`src/rtl/stt_pkg.sv`:
```
// shared types and constants of the source text tokenizer
package stt_pkg;

  // scan modes of the front end
  typedef enum logic [2:0] {
    MODE_IDLE  = 3'd0,
    MODE_IDENT = 3'd1,
    MODE_INT   = 3'd2,
    MODE_DOT   = 3'd3,
    MODE_FRAC  = 3'd4,
    MODE_OP    = 3'd5
  } mode_t;

  // token kinds
  localparam logic [4:0] KIND_EOF     = 5'd0;
  localparam logic [4:0] KIND_IDENT   = 5'd1;
  localparam logic [4:0] KIND_NUMBER  = 5'd2;
  localparam logic [4:0] KIND_LPAREN  = 5'd3;
  localparam logic [4:0] KIND_RPAREN  = 5'd4;
  localparam logic [4:0] KIND_LBRACE  = 5'd5;
  localparam logic [4:0] KIND_RBRACE  = 5'd6;
  localparam logic [4:0] KIND_SEMI    = 5'd7;
  localparam logic [4:0] KIND_COMMA   = 5'd8;
  localparam logic [4:0] KIND_DOT     = 5'd9;
  localparam logic [4:0] KIND_MINUS   = 5'd10;
  localparam logic [4:0] KIND_PLUS    = 5'd11;
  localparam logic [4:0] KIND_SLASH   = 5'd12;
  localparam logic [4:0] KIND_STAR    = 5'd13;
  localparam logic [4:0] KIND_OP_BASE = 5'd14;
  localparam logic [4:0] KIND_ERROR   = 5'd22;

  // pending operator codes
  localparam logic [1:0] OP_BANG = 2'd0;
  localparam logic [1:0] OP_EQ   = 2'd1;
  localparam logic [1:0] OP_LT   = 2'd2;
  localparam logic [1:0] OP_GT   = 2'd3;

  // character codes
  localparam logic [7:0] CH_NUL    = 8'h00;
  localparam logic [7:0] CH_TAB    = 8'h09;
  localparam logic [7:0] CH_LF     = 8'h0A;
  localparam logic [7:0] CH_CR     = 8'h0D;
  localparam logic [7:0] CH_SPACE  = 8'h20;
  localparam logic [7:0] CH_BANG   = 8'h21;
  localparam logic [7:0] CH_LPAREN = 8'h28;
  localparam logic [7:0] CH_RPAREN = 8'h29;
  localparam logic [7:0] CH_STAR   = 8'h2A;
  localparam logic [7:0] CH_PLUS   = 8'h2B;
  localparam logic [7:0] CH_COMMA  = 8'h2C;
  localparam logic [7:0] CH_MINUS  = 8'h2D;
  localparam logic [7:0] CH_DOT    = 8'h2E;
  localparam logic [7:0] CH_SLASH  = 8'h2F;
  localparam logic [7:0] CH_ZERO   = 8'h30;
  localparam logic [7:0] CH_NINE   = 8'h39;
  localparam logic [7:0] CH_SEMI   = 8'h3B;
  localparam logic [7:0] CH_LT     = 8'h3C;
  localparam logic [7:0] CH_EQ     = 8'h3D;
  localparam logic [7:0] CH_GT     = 8'h3E;
  localparam logic [7:0] CH_UP_A   = 8'h41;
  localparam logic [7:0] CH_UP_Z   = 8'h5A;
  localparam logic [7:0] CH_UNDER  = 8'h5F;
  localparam logic [7:0] CH_LO_A   = 8'h61;
  localparam logic [7:0] CH_LO_Z   = 8'h7A;
  localparam logic [7:0] CH_LBRACE = 8'h7B;
  localparam logic [7:0] CH_RBRACE = 8'h7D;

  // token queue geometry
  localparam int QUEUE_DEPTH = 4;
  localparam int QPTR_BITS   = $clog2(QUEUE_DEPTH);

  // one token as it leaves the block
  typedef struct packed {
    logic [15:0] length;
    logic [15:0] offset;
    logic [4:0]  kind;
  } tok_t;

  // all tokens caused by one input byte
  typedef struct packed {
    logic [1:0]     count;
    tok_t [2:0]     tok;
  } bundle_t;

  // queue status seen by the back end
  typedef struct packed {
    logic    empty;
    bundle_t head;
  } q_status_t;

endpackage

```
`src/rtl/source_text_tokenizer.sv`:
```
// top level of the streaming source text tokenizer
// Source bytes enter on the in_ stream, one byte per beat; byte value 0 ends
// the text. Tokens leave on the out_ stream, one token per beat, with tlast
// set on the final token caused by an input byte. Bytes that cause no token
// (whitespace, bytes inside an identifier or number) produce no output beat.
// A token is queued when the byte that ends it is accepted and shows on
// out_tvalid once its bundle heads the queue. Throughput: one byte per
// cycle while the queue is not full, set by the front end scan state
// update; a byte causes up to three tokens, sent one per beat.
// A four-entry bundle queue sits between the two sides, so input keeps
// flowing while results wait; in_tready drops only when the queue is full.
// When the receiver stalls, the head token holds on out_tdata until taken.
// Reset (synchronous, active low) returns the scanner to idle with all
// positions at zero and empties the queue; end of text does the same for
// the scan state after the eof token is queued.
module source_text_tokenizer import stt_pkg::*; #(
  parameter int POS_BITS = 16
) (
  input  logic        clk,
  input  logic        rst_n,
  input  logic        in_tvalid,
  output logic        in_tready,
  input  logic [7:0]  in_tdata,   // [7:0] text_byte
  output logic        out_tvalid,
  input  logic        out_tready,
  output logic [39:0] out_tdata,  // [4:0] token_kind, [20:5] token_offset,
                                  // [36:21] token_length, [39:37] zero
  output logic        out_tlast
);

  logic      push, pop, q_full;
  bundle_t   push_data;
  q_status_t q_status;

  // scanner
  stt_front #(
    .POS_BITS(POS_BITS)
  ) u_front (
    .clk       (clk),
    .rst_n     (rst_n),
    .in_tvalid (in_tvalid),
    .in_tready (in_tready),
    .text_byte (in_tdata),
    .q_full    (q_full),
    .push      (push),
    .push_data (push_data)
  );

  // bundle queue
  stt_queue u_queue (
    .clk       (clk),
    .rst_n     (rst_n),
    .push      (push),
    .push_data (push_data),
    .pop       (pop),
    .status    (q_status),
    .full      (q_full)
  );

  // token sender
  stt_back u_back (
    .clk        (clk),
    .rst_n      (rst_n),
    .status     (q_status),
    .pop        (pop),
    .out_tvalid (out_tvalid),
    .out_tready (out_tready),
    .out_tdata  (out_tdata),
    .out_tlast  (out_tlast)
  );

endmodule

```
`src/rtl/stt_front.sv`:
```
// front end: byte classification, scan state and token bundle build
module stt_front import stt_pkg::*; #(
  parameter int POS_BITS = 16
) (
  input  logic          clk,
  input  logic          rst_n,
  input  logic          in_tvalid,
  output logic          in_tready,
  input  logic [7:0]    text_byte,
  input  logic          q_full,
  output logic          push,
  output bundle_t       push_data
);

  mode_t                mode_r, mode_nxt;
  logic [1:0]           pend_r, pend_nxt;
  logic [POS_BITS-1:0]  start_r, start_nxt;
  logic [POS_BITS-1:0]  cur_r, cur_nxt;
  logic [POS_BITS-1:0]  dot_r, dot_nxt;

  logic       is_nul, is_ws, is_digit, is_alpha, is_op;
  logic [1:0] op_code;
  logic [4:0] single_kind;
  logic       fresh;
  logic       accept;

  tok_t       ta, tb, tf;
  logic [1:0] nflush;
  logic       fresh_emit;
  logic [4:0] op_kind;

  // low 16 bits of a position
  function automatic logic [15:0] off16(input logic [POS_BITS-1:0] pos);
    logic [31:0] w;
    w = 32'(pos);
    return w[15:0];
  endfunction

  // distance saturated to 16 bits
  function automatic logic [15:0] sat16(input logic [POS_BITS-1:0] d);
    logic [31:0] w;
    w = 32'(d);
    return (|w[31:16]) ? 16'hFFFF : w[15:0];
  endfunction

  assign accept    = in_tvalid && in_tready;
  assign in_tready = !q_full;

  // byte classes
  always_comb begin
    is_nul   = (text_byte == CH_NUL);
    is_ws    = (text_byte == CH_SPACE) || (text_byte == CH_TAB) ||
               (text_byte == CH_CR) || (text_byte == CH_LF);
    is_digit = (text_byte >= CH_ZERO) && (text_byte <= CH_NINE);
    is_alpha = ((text_byte >= CH_LO_A) && (text_byte <= CH_LO_Z)) ||
               ((text_byte >= CH_UP_A) && (text_byte <= CH_UP_Z)) ||
               (text_byte == CH_UNDER);
    is_op   = 1'b1;
    op_code = OP_BANG;
    unique case (text_byte)
      CH_BANG: op_code = OP_BANG;
      CH_EQ:   op_code = OP_EQ;
      CH_LT:   op_code = OP_LT;
      CH_GT:   op_code = OP_GT;
      default: is_op = 1'b0;
    endcase
    single_kind = KIND_ERROR;
    unique case (text_byte)
      CH_LPAREN: single_kind = KIND_LPAREN;
      CH_RPAREN: single_kind = KIND_RPAREN;
      CH_LBRACE: single_kind = KIND_LBRACE;
      CH_RBRACE: single_kind = KIND_RBRACE;
      CH_SEMI:   single_kind = KIND_SEMI;
      CH_COMMA:  single_kind = KIND_COMMA;
      CH_DOT:    single_kind = KIND_DOT;
      CH_MINUS:  single_kind = KIND_MINUS;
      CH_PLUS:   single_kind = KIND_PLUS;
      CH_SLASH:  single_kind = KIND_SLASH;
      CH_STAR:   single_kind = KIND_STAR;
      default:   single_kind = KIND_ERROR;
    endcase
  end

  // next scan state
  always_comb begin
    mode_nxt  = mode_r;
    pend_nxt  = pend_r;
    start_nxt = start_r;
    dot_nxt   = dot_r;
    cur_nxt   = cur_r + POS_BITS'(1);
    fresh     = 1'b0;
    unique case (mode_r)
      MODE_IDENT: begin
        if (!(is_alpha || is_digit)) fresh = 1'b1;
      end
      MODE_INT: begin
        if (is_digit) begin
          mode_nxt = MODE_INT;
        end else if (text_byte == CH_DOT) begin
          mode_nxt = MODE_DOT;
          dot_nxt  = cur_r;
        end else begin
          fresh = 1'b1;
        end
      end
      MODE_DOT: begin
        if (is_digit) mode_nxt = MODE_FRAC;
        else fresh = 1'b1;
      end
      MODE_FRAC: begin
        if (!is_digit) fresh = 1'b1;
      end
      MODE_OP: begin
        if (text_byte == CH_EQ) mode_nxt = MODE_IDLE;
        else fresh = 1'b1;
      end
      default: fresh = 1'b1;
    endcase
    // start over on this byte
    if (fresh) begin
      mode_nxt = MODE_IDLE;
      if (is_nul) begin
        pend_nxt  = OP_BANG;
        start_nxt = '0;
        cur_nxt   = '0;
        dot_nxt   = '0;
      end else if (is_alpha) begin
        mode_nxt  = MODE_IDENT;
        start_nxt = cur_r;
      end else if (is_digit) begin
        mode_nxt  = MODE_INT;
        start_nxt = cur_r;
      end else if (is_op) begin
        mode_nxt  = MODE_OP;
        pend_nxt  = op_code;
        start_nxt = cur_r;
      end
    end
  end

  // tokens caused by this byte
  always_comb begin
    op_kind = KIND_OP_BASE + {2'b00, pend_r, 1'b0};
    ta      = '0;
    tb      = '0;
    nflush  = 2'd0;
    unique case (mode_r)
      MODE_IDENT: begin
        if (fresh) begin
          ta     = '{length: sat16(cur_r - start_r), offset: off16(start_r),
                     kind: KIND_IDENT};
          nflush = 2'd1;
        end
      end
      MODE_INT, MODE_FRAC: begin
        if (fresh) begin
          ta     = '{length: sat16(cur_r - start_r), offset: off16(start_r),
                     kind: KIND_NUMBER};
          nflush = 2'd1;
        end
      end
      MODE_DOT: begin
        if (fresh) begin
          ta     = '{length: sat16(dot_r - start_r), offset: off16(start_r),
                     kind: KIND_NUMBER};
          tb     = '{length: 16'd1, offset: off16(dot_r), kind: KIND_DOT};
          nflush = 2'd2;
        end
      end
      MODE_OP: begin
        if (text_byte == CH_EQ) begin
          ta = '{length: 16'd2, offset: off16(start_r), kind: op_kind + 5'd1};
        end else begin
          ta = '{length: 16'd1, offset: off16(start_r), kind: op_kind};
        end
        nflush = 2'd1;
      end
      default: nflush = 2'd0;
    endcase
    // eof, punctuation or error token from a fresh scan
    if (is_nul) begin
      tf = '{length: 16'd0, offset: off16(cur_r), kind: KIND_EOF};
    end else begin
      tf = '{length: 16'd1, offset: off16(cur_r), kind: single_kind};
    end
    fresh_emit = fresh && (is_nul || !(is_ws || is_alpha || is_digit || is_op));
    // pack flushed tokens first, fresh token after them
    push_data.tok = '{tf, tf, tf};
    case (nflush)
      2'd1: begin
        push_data.tok[0] = ta;
      end
      2'd2: begin
        push_data.tok[0] = ta;
        push_data.tok[1] = tb;
      end
      default: push_data.tok[0] = tf;
    endcase
    push_data.count = nflush + {1'b0, fresh_emit};
  end

  assign push = accept && (push_data.count != 2'd0);

  // scan state registers
  always_ff @(posedge clk) begin
    if (!rst_n) begin
      mode_r  <= MODE_IDLE;
      pend_r  <= OP_BANG;
      start_r <= '0;
      cur_r   <= '0;
      dot_r   <= '0;
    end else if (accept) begin
      mode_r  <= mode_nxt;
      pend_r  <= pend_nxt;
      start_r <= start_nxt;
      cur_r   <= cur_nxt;
      dot_r   <= dot_nxt;
    end
  end

endmodule

```
`src/rtl/stt_queue.sv`:
```
// short bundle queue between front and back end
module stt_queue import stt_pkg::*; (
  input  logic      clk,
  input  logic      rst_n,
  input  logic      push,
  input  bundle_t   push_data,
  input  logic      pop,
  output q_status_t status,
  output logic      full
);

  bundle_t              entry_r [QUEUE_DEPTH];
  logic [QPTR_BITS-1:0] wr_ptr_r, rd_ptr_r;
  logic [QPTR_BITS:0]   cnt_r, cnt_nxt;

  assign full         = (cnt_r == (QPTR_BITS+1)'(QUEUE_DEPTH));
  assign status.empty = (cnt_r == '0);
  assign status.head  = entry_r[rd_ptr_r];

  // fill level
  always_comb begin
    cnt_nxt = cnt_r;
    if (push && !pop) cnt_nxt = cnt_r + 1'b1;
    else if (pop && !push) cnt_nxt = cnt_r - 1'b1;
  end

  // pointers and fill level
  always_ff @(posedge clk) begin
    if (!rst_n) begin
      wr_ptr_r <= '0;
      rd_ptr_r <= '0;
      cnt_r    <= '0;
    end else begin
      if (push) wr_ptr_r <= wr_ptr_r + 1'b1;
      if (pop) rd_ptr_r <= rd_ptr_r + 1'b1;
      cnt_r <= cnt_nxt;
    end
  end

  // storage
  always_ff @(posedge clk) begin
    if (push) entry_r[wr_ptr_r] <= push_data;
  end

endmodule

```
`src/rtl/stt_back.sv`:
```
// back end: sends the tokens of each bundle one beat at a time
module stt_back import stt_pkg::*; (
  input  logic        clk,
  input  logic        rst_n,
  input  q_status_t   status,
  output logic        pop,
  output logic        out_tvalid,
  input  logic        out_tready,
  output logic [39:0] out_tdata,
  output logic        out_tlast
);

  logic [1:0] idx_r;
  tok_t       tok;
  logic       beat;

  assign out_tvalid = !status.empty;
  assign beat       = out_tvalid && out_tready;

  // token select and last flag
  always_comb begin
    case (idx_r)
      2'd1:    tok = status.head.tok[1];
      2'd2:    tok = status.head.tok[2];
      default: tok = status.head.tok[0];
    endcase
    out_tlast = (idx_r == (status.head.count - 2'd1));
  end

  assign out_tdata = {3'b000, tok.length, tok.offset, tok.kind};
  assign pop       = beat && out_tlast;

  // position within the head bundle
  always_ff @(posedge clk) begin
    if (!rst_n) begin
      idx_r <= 2'd0;
    end else if (beat) begin
      idx_r <= out_tlast ? 2'd0 : idx_r + 2'd1;
    end
  end

endmodule
```
`config.mk`:
```
export PLATFORM = sky130hd
export DESIGN_NAME = source_text_tokenizer
export DESIGN_NICKNAME = d
export VERILOG_FILES = /design/src/rtl/stt_pkg.sv /design/src/rtl/source_text_tokenizer.sv /design/src/rtl/stt_front.sv /design/src/rtl/stt_queue.sv /design/src/rtl/stt_back.sv
export SDC_FILE = /design/constraint.sdc
export NUM_CORES = 1
export LEC_CHECK = 0
export ABC_CLOCK_PERIOD_IN_PS = 17400
export BUFFER_PORTS_ARGS = -buffer_cell sky130_fd_sc_hd__buf_2
export CORE_MARGIN = 1
export CORE_UTILIZATION = 40
export CTS_CLUSTER_DIAMETER = 80
export DETAILED_ROUTE_END_ITERATION = 10
export SYNTH_ARGS = -nofsm -noshare
export SYNTH_HDL_FRONTEND = slang
export SYNTH_SLANG_ARGS = --single-unit
```
`constraint.sdc`:
```
create_clock -name clk -period 17.4 [get_ports clk]
set_input_delay 3.48 -clock clk [delete_from_list [all_inputs] [get_ports clk]]
set_output_delay 3.48 -clock clk [all_outputs]
set_load 0.01 [all_outputs]
```
* After elaboration in Yosys (flattened, before gate mapping) *
Memories as Yosys holds them, arrays and structs flattened. A register that Yosys moved wholly into a read port is not among the register bits.
Index checks and enable logic that the tools add are counted.

cells by class
  shift-type cells = 0
  div/mod/pow operators = 0
  add/subtract/negate cells = 12
  magnitude comparators = 6
  reduce and logical (&&, ||, !) cells = 40
  bitwise logic cells = 0
  muxes and demuxes = 55
  $mul = 0
  equal/unequal tests = 36

operators by type and width
  kind                     count
  $mux W37                 6
  $mux W16                 11
  $pmux W37 S4             1
  $eq A8 B6 Y1 const B     14
  $pmux W37 S2             1
  $pmux W5 S11             1
  $mux W22                 2
  $mux W3                  11
  $sub A16 B16 Y16         2
  $eq A8 B4 Y1 const B     3
  $eq A8 B7 Y1 const B     3
  $mux W23                 1
  $add A16 B1 Y16 const B  1
  $ge A8 B7 Y1 const B     2
  $le A8 B7 Y1 const B     2
  $mux W2                  8
  $pmux W2 S3              2
  $logic_and A1 B1 Y1      10
  $logic_or A1 B1 Y1       10
  $reduce_and A5 Y1        2
  $eq A3 B3 Y1 const B     3
  $mux W1                  9
  $pmux W3 S3              1
  $ge A8 B6 Y1 const B     1
  other kinds (26)         42

word-level totals
  bits of input ports = 12
  word-level logic and storage cells = 159
  memories = 1
  flip-flop bits (word level) = 62
  output and inout bits = 43
  memory bits (read-only) = 0
  latch bits = 0
  memory bits (writable) = 392

memories
  memory           depth  width  rd ports  clocked after memory_dff  write ports  line             RTL
  u_queue.entry_r  4      98     1         1                         1            stt_queue.sv:12  bundle_t entry_r [QUEUE_DEPTH];

* Longest topological paths before layout *
  word-level depth = 17
  depth in mapped cells = 19
  gate-level depth less buffers = 18

* Hierarchy *
Synthesis repeated with hierarchy kept, for this count alone.

second synthesis, totals
  cell total of the unflattened synthesis = 1495
  area, all modules = 22881.9 um2

by module, submodules not included
  module     instances  cells each  seq. area each (um2)  area an instance (um2)
  stt_queue  1          634         13753.2               16773.6
  stt_front  1          711         1061.0                5247.5
  stt_back   1          150         40.0                  860.8

* Least setup slack after synthesis *
Ideal clock, no wire load.

  path kind = input to register
  start = input in_tdata[1]
  end = memory u_queue.entry_r[0][0] (netlist name) (enable)
  path buffers = 1
  stages = 12
  data required time = 16.949 ns
  setup slack = 9.131 ns
  setup time = 0.451 ns
  arrival = 7.819 ns
  cells stage by stage = buf_2 or4_4 o32ai_1 nor3b_1 o311ai_2 a211oi_4 nor4_1 ha_1 xor2_1 nor2_1 nor2_2 and2_1

RTL lines
  element             line                         RTL
  start: declaration  source_text_tokenizer.sv:23  input logic [7:0] in_tdata,
  end: declaration    stt_queue.sv:12

==> run summary <==
The area used by multi-input combinational logic is 0.00603 mm^2. The number of setup violations in the final report is 0. The remaining design rule violation count is 0. The number of max-slew violations in the final report was 0.

The synthesized netlist cell count is 1241. Yosys mapped a number of flops with a built-in enable equal to 332. The required time of the worst setup path is 17.57 ns. The proportion of layout cells with a drive suffix above 1 is 17.3%. In the finished design, the share of the clock period the worst path needs comes to 46.0%. Counting flops and latches in the post-synthesis netlist gives 396.

The critical path class is in2reg. The number of placement rows is 76. The cell sitting at the root of the clock tree is a clkbuf_16. The most used flip-flop cell after synthesis is edfxtp_1.

The port buffer count came out at 51. The detailed-routing iteration count for the pre-antenna-repair pass came out at 5. The critical path ends at u_queue.entry_r[3][87]. By instance count, the leading cell after synthesis is edfxtp_1.

The number of failing hold endpoints at the final stage came out at 0. The leftover overflow at the end of global routing came out at 0. The fraction of the mapped netlist area in compound gates is 8.76%. The routed via count divided by cell count is 5.51. The slowest library cell on the worst path is inv_1. The number of gates given a new drive strength after cts is 0. Measured against its own limit, the worst slew margin works out to 24.5%. The transition time of the tightest slew-check pin is 1.13 ns. The Yosys warning count is 0. The total wirelength of the detailed-routed design is 40800 um. The die extent in y came out at 213 um.

The sum of net half-perimeters after detailed placement came out at 26000 um. The number of top-level pins is 55. The sum of negative setup slack came out at 0 ns. Buffers inserted during clock tree synthesis total 43. The post-route antenna net violation count came out at 0. By area, the combinational part of the netlist is dominated by multiplexers. The weighted congestion at the end of routability-driven global placement came out at 0.843.

The post-synthesis area per instance came out at 14.3 um^2. Of the post-synthesis cell area, the dominant cell type holds 56.1%. The count of unique library cells instantiated by Yosys is 74. The global-route wire length before repair came out at 64000 um. Walking the worst path, the cells encountered are buf_2 -> o21ai_0 -> nand2_1 -> nand3_2 -> inv_1 -> a21oi_1 -> o311ai_2 -> a211oi_4 -> nor4_1 -> ha_1 -> xor2_1 -> nor2_1 -> nor2_2 -> and2_4 -> buf_4. The critical path runs through a total of 15 cells. The number of clock sinks is 396.

The min-delay analysis places its worst path in the category reg2reg. STA classifies the critical path startpoint as a primary input. For this design the ratio of total power to cell area is 137 mW/mm^2. Of the post-synthesis cell area, the part taken by muxes is 10.6%.

Compared with the post-synthesis result, the final layout area differs by 12.3%. The async set-reset flop share out of synthesis is 0%. Setup repair after global routing left no endpoint under its margin. By area the synthesized netlist is led by edfxtp_1 (56%), mux4_2 (11%), dfxtp_1 (7.2%). The biggest area contributor in the post-synthesis netlist is edfxtp_1. The clock-pin transition on the worst setup and hold timing paths is 0.05 ns. The max-cap violation count came out at 0. The post-route clock skew came out at 0.0150 ns. The cell area after layout came out at 0.0199 mm^2. For the worst flop-to-flop path, the logic depth is 13. The number of antenna violations at the first check in global routing is 2. Summing the areas of all and, or, nand and nor instances in the mapped netlist gives 8.70% of the synthesized area. The routed wirelength normalized by instance count came out at 21.5 um. The die width is 213 um. The detailed router finished its first iteration with 903 violations.

The achievable clock frequency came out at 0.125 GHz. The launching point of the worst reg2reg path is u_front.mode_r[1]. The area share of fa/ha/maj cells after synthesis is 3.28%. The total number of nets in the final design came out at 1337. The fill cell total of the finished layout came out at 3800. The critical path data arrival time came out at 8.17 ns. The cell area after synthesis came out at 0.0178 mm^2.

The register-to-register path setup slack is 12.06 ns. The kind of cell adding the most delay to the critical path is simple AND/OR/NAND/NOR gates. The placed cell area came out at 0.0186 mm^2. The launch point of the worst path is in_tdata[1]. TritonCTS built the clock tree. The global-route usage over all layers came out at 18.8%.

The number of hold-repair buffers added at the cts stage is 0. Sorting the synthesized cells by how often they occur yields edfxtp_1 (332), mux4_2 (83), nand2_1 (82), o21ai_0 (82), dfxtp_1 (64). The synthesized netlist devotes 2.42% of its cell area to XOR and XNOR gates. The H-tree generated during clock tree synthesis spans 2 levels. The total buffers and inverters traversed by the critical path came out at 3.

In the final layout, flip-flops and latches occupy 0.0113 mm^2. The cell leakage power is 6.48 nW. The number of buffers on the longest clock path came out at 3. The worst setup path is captured at a flip-flop. The clock latency of the later-clocked register in the worst-skew pair is 0.54 ns.

Of all nets on the critical path, the largest fanout is 43. The total vias in the final route is 10500. The worst-case IR drop observed on VDD is 0.0994 mV.

The run finished with clean final reports. After clock tree synthesis, the setup repair step added 0 buffers. The shortest clock period the worst path allows after layout is 8.00 ns.

The die covers 0.0452 mm^2. The pin count of the biggest net entering global routing is 69. The core box area came out at 0.0435 mm^2. The number of antenna repair diodes came out at 0.

The via count of the first global-routing pass is 10800. The endpoint identified for the worst register-to-register timing path is u_queue.entry_r[3][87]. The initial core utilization is 40.9%. The biggest cell delay along the critical path is 0.81 ns.

Sequential cells were found to cover 63.4% of the synthesized design area.
-- registers in the layout (all words and copies together) (netlist names), named ones only --
signal,cells
u_front.dot_r,16
u_queue.cnt_r,3
u_queue.wr_ptr_r,2
u_queue.entry_r,332
u_queue.rd_ptr_r,2
u_front.pend_r,2
u_back.idx_r,2
u_front.start_r,16
u_front.cur_r,16
u_front.mode_r,3
-- final cells by class --
class                           count  area share (%)
Timing Repair Buffer               63            1.73
Tap cell                          585            3.67
Sequential cell                   396            56.4
Clock buffer                       65            6.50
Clock inverter                     12           0.408
Inverter                           54            1.02
Multi-Input combinational cell    723            30.2
-- per-layer routing --
layer	vias to the layer above	global-route usage [%]	part of all wire [%]	wire length [um]
li1	4846	-	-	-
met1	5278	26.6	45	18400
met2	260	29.1	46	19000
met3	67	3.32	5.3	2170
met4	0	6.67	3.2	1290
met5	-	0	0	0
-- stage by stage --
step | total power (W) | setup slack [ns] | hold WS, ns | utilization (%) | instances
2_1_floorplan | 0.00167 | 9.13 | 0.449 | - | 1243
3_3_place_gp | 0.00189 | 8.95 | 0.460 | 42.7 | 1821
3_5_place_dp | 0.00190 | 8.83 | 0.469 | 42.7 | 1821
4_1_cts | 0.00278 | 9.39 | 0.481 | 45.9 | 1898
5_1_grt | 0.00288 | 8.98 | 0.500 | 45.9 | 1898
6_report | 0.00274 | 9.40 | 0.474 | 45.9 | 1898
-- worst min path at each step --
stage,start,cells past startpoint,slack [ns],end
floorplan,u_front.start_r[10],2,0.45,u_front.start_r[10]
global placement,u_front.start_r[8],2,0.46,u_front.start_r[8]
detailed placement,u_front.pend_r[1],1,0.47,u_front.pend_r[1]
CTS,u_front.pend_r[1],1,0.48,u_front.pend_r[1]
global route,u_front.pend_r[1],1,0.50,u_front.pend_r[1]
finish,u_front.pend_r[1],1,0.47,u_front.pend_r[1]
-- power breakdown --
part	leakage (nW)	total, W	switching, W	internal, W
Clock	0.676	0.000879	0.000351	0.000528
Sequential	3.61	0.00123	0.0000521	0.00118
Combinational	2.20	0.000633	0.000383	0.000250
-- cells in the final DEF (no fill, tap or decap), types with 12 or more instances in the layout --
cell       count
nor2b_1       32
and2_1        21
xnor2_1       32
o21ai_0       82
nor2_1        55
clkbuf_16     48
a21oi_1       33
nor3_1        20
mux4_2        83
dfxtp_1       62
a22oi_1       46
a22o_1        17
ha_1          39
clkbuf_1      13
nand4_1       23
edfxtp_1     332
buf_2         51
nand3_1       29
inv_1         54
buf_4         12
nand2_1       82
xor2_1        17
-- cell families after synthesis --
family                   Yosys count
multiplexers                      85
AO/OA/AOI/OAI                    237
AND/OR/NAND/NOR                  304
adder cells (fa/ha/maj)           45
buffers and inverters            124
flip-flops                       396
XOR/XNOR                          49
other                              1
No activity file was read; power rests on OpenSTA's default activity.
